--- src/design/bre_ram.sv ---
// Generic simple dual-port RAM with registered read.
module bre_ram #(
	parameter int WIDTH = 8,
	parameter int DEPTH = 16
) (
	input  logic                     clk,
	input  logic                     we,
	input  logic [$clog2(DEPTH)-1:0] waddr,
	input  logic [WIDTH-1:0]         wdata,
	input  logic [$clog2(DEPTH)-1:0] raddr,
	output logic [WIDTH-1:0]         rdata
);
	logic [WIDTH-1:0] mem [DEPTH];

	always_ff @(posedge clk) begin
		if (we)
			mem[waddr] <= wdata;
		rdata <= mem[raddr];
	end
endmodule

--- config.mk ---
export PLATFORM = sky130hd
export DESIGN_NAME = bre_ram
export DESIGN_NICKNAME = d
export VERILOG_FILES = /design/src/design/bre_ram.sv
export SDC_FILE = /design/constraint.sdc
export NUM_CORES = 1
export LEC_CHECK = 0
export BUFFER_PORTS_ARGS = -buffer_cell sky130_fd_sc_hd__buf_2
export CORE_MARGIN = 5
export CORE_UTILIZATION = 45
export CTS_CLUSTER_DIAMETER = 150
export DETAILED_ROUTE_END_ITERATION = 10
export PLACE_DENSITY = 0.62
export SYNTH_ARGS = -nofsm -noshare
export SYNTH_HDL_FRONTEND = slang
export SYNTH_SLANG_ARGS = --single-unit
--- constraint.sdc ---
create_clock -name clk -period 3.7 [get_ports clk]
set_input_delay 0.185 -clock clk [delete_from_list [all_inputs] [get_ports clk]]
set_output_delay 0.185 -clock clk [all_outputs]
set_load 0.05 [all_outputs]
==> results.json, run 1 <==
{
  "drive_above_1_share_pct": 28.5,
  "ys_types": 19,
  "antenna_found_initial": 1,
  "drc": 0,
  "hold_buffers": 0,
  "crit_type": "primary input to flop",
  "drt_wl_total_um": 9860,
  "synth_seq_cells": 136,
  "initial_core_util_pct": 45.5,
  "worstHoldPathType": "primary input to flop",
  "grtUsageTotal_pct": 15.9,
  "yosysTopAreaCell": "edfxtp_1",
  "grt_pass1_vias": 2461,
  "layout.nets": 286,
  "insertion_delay_ns": 0.41,
  "dr.pass1.iters": 5,
  "peakVddDrop_mv": 0.515,
  "cts_tree": "done",
  "core-area_um2": 11300,
  "area_growth_pct": 16.5,
  "syn_nets": 247,
  "synth-seq-area-share_pct": 77.8,
  "grt_pass1_wl_um": 15100,
  "cellLeakagePower_nw": 2.00,
  "worst_slack_ns": 2.08,
  "vias": 2375,
  "skew_ns": 0.0117,
  "ctsResizeCount": 0,
  "critPathArrivalTime_ns": 1.90,
  "diodes": 0,
  "die_h_um": 117,
  "path_max_fanout": 20,
  "via_per_inst": 5.60,
  "synthesis.area_um2": 5150,
  "io_pins": 26,
  "ys.warnings.count": 0,
  "tightest_slew_ns": 1.01,
  "grt_max_degree": 33,
  "die_w_um": 117,
  "synth_cells": 229,
  "power_mw": 3.59,
  "hold_slack_ns": 0.162,
  "start_kind": "primary input",
  "synth.area.top_cells": "edfxtp_1, mux4_2, mux4_1",
  "dp_hpwl_um": 6030,
  "path_clk_slew_ns": 0.06,
  "clock_sinks": 136,
  "critPathRequiredTime_ns": 3.98,
  "fin_setup_tns_ns": 0,
  "die-area_um2": 13700,
  "status": "finished, final reports clean",
  "rsz0062_at_grt": "no",
  "slew_headroom_pct": 32.5,
  "port_buffers": 25,
  "overflow": 0,
  "cts-buffers-inserted": 17,
  "final_max_slew_viol_count": 0,
  "fin_crit_ns": 1.62,
  "place_ws_ns": 1.63,
  "yosysTopAreaCellShare_pct": 74.7,
  "postRouteAntennaNets": 0,
  "avgSynthCellArea_um2": 22.5,
  "wl_per_cell_um": 23.3,
  "p_per_area_nw_per_um2": 598,
  "clockBufferDepth": 2,
  "timing.final.crit_share_pct": 43.8,
  "cts_max_level": 4,
  "gp_congestion": 0.719,
  "crit_path_end_kind": "flop",
  "setup_violations": 0,
  "first_iter_violations": 235,
  "final_hold_viol_count": 0,
  "postCtsSetupBuffers": 0,
  "cap_violations": 0,
  "max_freq_ghz": 0.617,
  "rows": 39,
  "root_buffer": "clkbuf_16"
}
final cells by class:
cell class | count | area (µm²)
Tap cell | 143 | 179
Timing Repair Buffer | 30 | 163
Sequential cell | 136 | 4000
Fill cell | 873 | 5330
Clock buffer | 19 | 433
Clock inverter | 13 | 155
Multi-Input combinational cell | 83 | 1060
worst paths after layout:
| check | startpoint | end | slack [ns] | depth (start not counted) |
|---|---|---|---|---|
| worst min-delay path | wdata[6] | mem[8][6] | 0.16 | 1 |
| worst max-delay path | raddr[0] | rdata[4] | 2.08 | 5 |
| worst max register to register | mem[2][1] | rdata[1] | 2.36 | 3 |
| worst min register to register | mem[8][1] | rdata[1] | 0.68 | 3 |
synth_stat cells, drive strengths merged:
| cell | n |
|---|---|
| edfxtp | 128 |
| clkdlybuf4s25 | 3 |
| dfxtp | 8 |
| nor3 | 4 |
| nor2 | 13 |
| nand3b | 2 |
| mux4 | 32 |
| nand2 | 9 |
| or3b | 1 |
| nor2b | 1 |
| and2b | 1 |
| a22oi | 16 |
| nand3 | 1 |
| buf | 7 |
| nand2b | 2 |
| and2 | 1 |
per-layer routing:
metal	track usage [%]	share of wire (%)
met5	0	0.12
met4	4.13	0.64
met3	5.19	5.9
met2	23.8	47
met1	22.8	46
through the flow:
stage / cells / util (%) / area (µm²)
2_1_floorplan: 229 / - / 5150
3_3_place_gp: 392 / 47.8 / 5410
3_5_place_dp: 392 / 47.8 / 5410
4_1_cts: 424 / 53.0 / 6000
5_1_grt: 424 / 53.0 / 6000
6_report: 424 / 53.0 / 6000
placed cells by master, fill, tap and decap left out:
| master | synthesis | layout |
|---|---|---|
| edfxtp_1 | 128 | 128 |
| and2_1 | 1 | 1 |
| bufinv_16 | 0 | 3 |
| buf_4 | 1 | 5 |
| clkbuf_16 | 0 | 17 |
| nand3_1 | 1 | 1 |
| or3b_2 | 1 | 1 |
| nand2b_1 | 2 | 2 |
| clkbuf_1 | 0 | 2 |
| nor3_2 | 0 | 1 |
| nor3_1 | 4 | 3 |
| clkinv_2 | 0 | 5 |
| mux4_2 | 18 | 18 |
| nand2_1 | 9 | 9 |
| and2b_1 | 1 | 1 |
| a22oi_1 | 16 | 16 |
| nor2b_1 | 1 | 1 |
| mux4_1 | 14 | 14 |
| buf_2 | 3 | 25 |
| nand3b_1 | 2 | 2 |
| dfxtp_1 | 8 | 8 |
| clkinv_4 | 0 | 2 |
| nor2_1 | 13 | 13 |
| clkinvlp_4 | 0 | 3 |
cells by family (layout without fill, tap and decap cells):
| kind of cell | Yosys count | after routing | synth area share [%] |
|---|---|---|---|
| mux | 32 | 32 | 15.0 |
| simple gates | 35 | 35 | 3.18 |
| compound gates | 16 | 16 | 2.33 |
| flops | 136 | 136 | 77.8 |
| buf+inv | 10 | 62 | 1.68 |
worst max-delay path, stage by stage:
cell and delay (ns):
buf_2 0.52, buf_4 0.31, mux4_1 0.56, a22oi_1 0.24, nand2_1 0.08
sequential cells by signal, summed over array words and instances (netlist names):
signal  count
mem       128
rdata       8
report_power, final:
group	total (mW)	switching [mW]	internal [mW]
Combinational	0.187	0.123	0.0634
Sequential	1.73	0.0101	1.72
Clock	1.67	0.612	1.05
No activity file was read; power rests on OpenSTA's default activity.
==> run 2, diff against run 1 <==
clock period = 1.5 ns   (was 3.7 ns; I/O delays follow)
==> results.json, run 2 (same netlist as run 1, synthesis figures left out) <==
{
  "layout.nets": 303,
  "first_iter_violations": 230,
  "path_max_fanout": 1,
  "place_ws_ns": -0.0418,
  "grt_max_degree": 21,
  "tightest_slew_ns": 0.432,
  "worst_slack_ns": 0.117,
  "crit_type": "flop to flop",
  "timing.final.crit_share_pct": 92.2,
  "largest_reg_flops": 128,
  "intPower_mw": 6.89,
  "max_freq_ghz": 0.723,
  "critPathRequiredTime_ns": 1.78,
  "fin_crit_ns": 1.38,
  "globalRouteMet1Util_pct": 22.7,
  "area_growth_pct": 19.8,
  "diodes": 0,
  "postRouteAntennaNets": 0,
  "drive_above_1_share_pct": 32.6,
  "via_per_inst": 5.46,
  "dr.pass1.iters": 4,
  "hold_slack_ns": 0.0511,
  "gp_congestion": 0.715,
  "combPwrFrac_pct": 5.6,
  "ff2ff_setup_slack_ns": 0.12,
  "initial_core_util_pct": 45.5,
  "cellLeakagePower_nw": 2.10,
  "drt_wl_total_um": 9610,
  "clockBufferDepth": 2,
  "status": "finished, final reports clean",
  "crit_path_end_kind": "flop",
  "hold_buffers": 0,
  "dp_hpwl_um": 5980,
  "final_common_cell": "edfxtp_1",
  "rows": 39,
  "insertion_delay_ns": 0.41,
  "final_cell_mix": "edfxtp_1, buf_2, mux4_2, buf_4, clkbuf_16",
  "die_w_um": 117,
  "port_buffers": 25,
  "grt_pass1_wl_um": 15000,
  "reg_top3": "mem (128), rdata (8)",
  "path_clk_slew_ns": 0.06,
  "postCtsSetupBuffers": 0,
  "cts_tree": "done",
  "final_max_slew_viol_count": 0,
  "worstHoldPathType": "primary input to flop",
  "regArea_um2": 4000,
  "overflow": 0,
  "slew_headroom_pct": 71.2,
  "p_per_area_nw_per_um2": 1420,
  "rsz0062_at_grt": "no",
  "drc": 0,
  "io_pins": 26,
  "busiest_layer": "met2",
  "power_mw": 8.75,
  "root_buffer": "clkbuf_16",
  "p_clk_share_pct": 45.6,
  "antenna_found_initial": 0,
  "grt_pass1_vias": 2522,
  "wl_per_cell_um": 21.8,
  "p_switching_mw": 1.87,
  "multi_input_area_um2": 1060,
  "peakVddDrop_mv": 0.753,
  "cts_max_level": 4,
  "largest_register": "mem",
  "ctsResizeCount": 0,
  "grtUsageTotal_pct": 15.7,
  "start_kind": "flop",
  "final_hold_viol_count": 0,
  "grt_use_met2_pct": 23.5,
  "die_h_um": 117,
  "die-area_um2": 13700,
  "use_met3_pct": 4.68,
  "cap_violations": 0,
  "n_fill_cell": 887,
  "setup_violations": 0,
  "skew_ns": 0.00821,
  "swShare_pct": 21.3,
  "cts-buffers-inserted": 17,
  "critPathArrivalTime_ns": 1.66,
  "p_seq_share_pct": 48.8,
  "core-area_um2": 11300,
  "clock_sinks": 136,
  "vias": 2410
}
run 2: cell types whose count changed in the layout (fill, tap and decap cells not counted):
cell        change
buf_12          +4
buf_4          +13
bufinv_16       -1
clkbuf_1        -1
clkinv_1        +1
clkinv_2        -4
clkinvlp_4      +2
inv_6           +3
run 2: final timing paths:
| kind | from | to | depth (start not counted) |
|---|---|---|---|
| worst max-delay path | mem[9][2] | rdata[2] | 3 |
| worst min-delay path | wdata[4] | mem[7][4] | 1 |
| worst max register to register | mem[9][2] | rdata[2] | 3 |
| worst min register to register | mem[14][7] | rdata[7] | 3 |
run 2: worst max-delay path, cell delays in order (launching register included):
cell      delay (ns)
edfxtp_1        0.37
mux4_1          0.51
a22oi_1         0.29
nand2_1         0.09
run 2: area by class of cell:
cell class / instances / area share, %
Tap cell: 143 / 2.90
Clock inverter: 14 / 2.44
Multi-Input combinational cell: 83 / 17.2
Timing Repair Buffer: 47 / 5.52
Clock buffer: 18 / 6.96
Sequential cell: 136 / 64.9
run 2: power groups by stage:
stage               Clock (mW)  Sequential, mW  Combinational [mW]
floorplan                    0            4.43               0.216
global placement             0            4.35               0.487
detailed placement           0            4.36               0.497
CTS                       4.06            4.28               0.498
global route              4.24            4.28               0.529
finish                    3.99            4.28               0.489
run 2: metrics by stage:
stage | TNS (ns) | instance area, µm² | util, % | std cells
global route | 0 | 6160 | 54.5 | 441
detailed placement | -0.0550 | 5590 | 49.3 | 409
floorplan | 0 | 5150 | - | 229
CTS | 0 | 6160 | 54.5 | 441
global placement | -0.0486 | 5590 | 49.3 | 409
finish | 0 | 6160 | 54.5 | 441
run 2: per-layer routing:
layer	up-vias	routed length (µm)
met5	-	0
met4	0	114
met3	11	600
met2	72	4610
met1	1235	4290
li1	1092	-
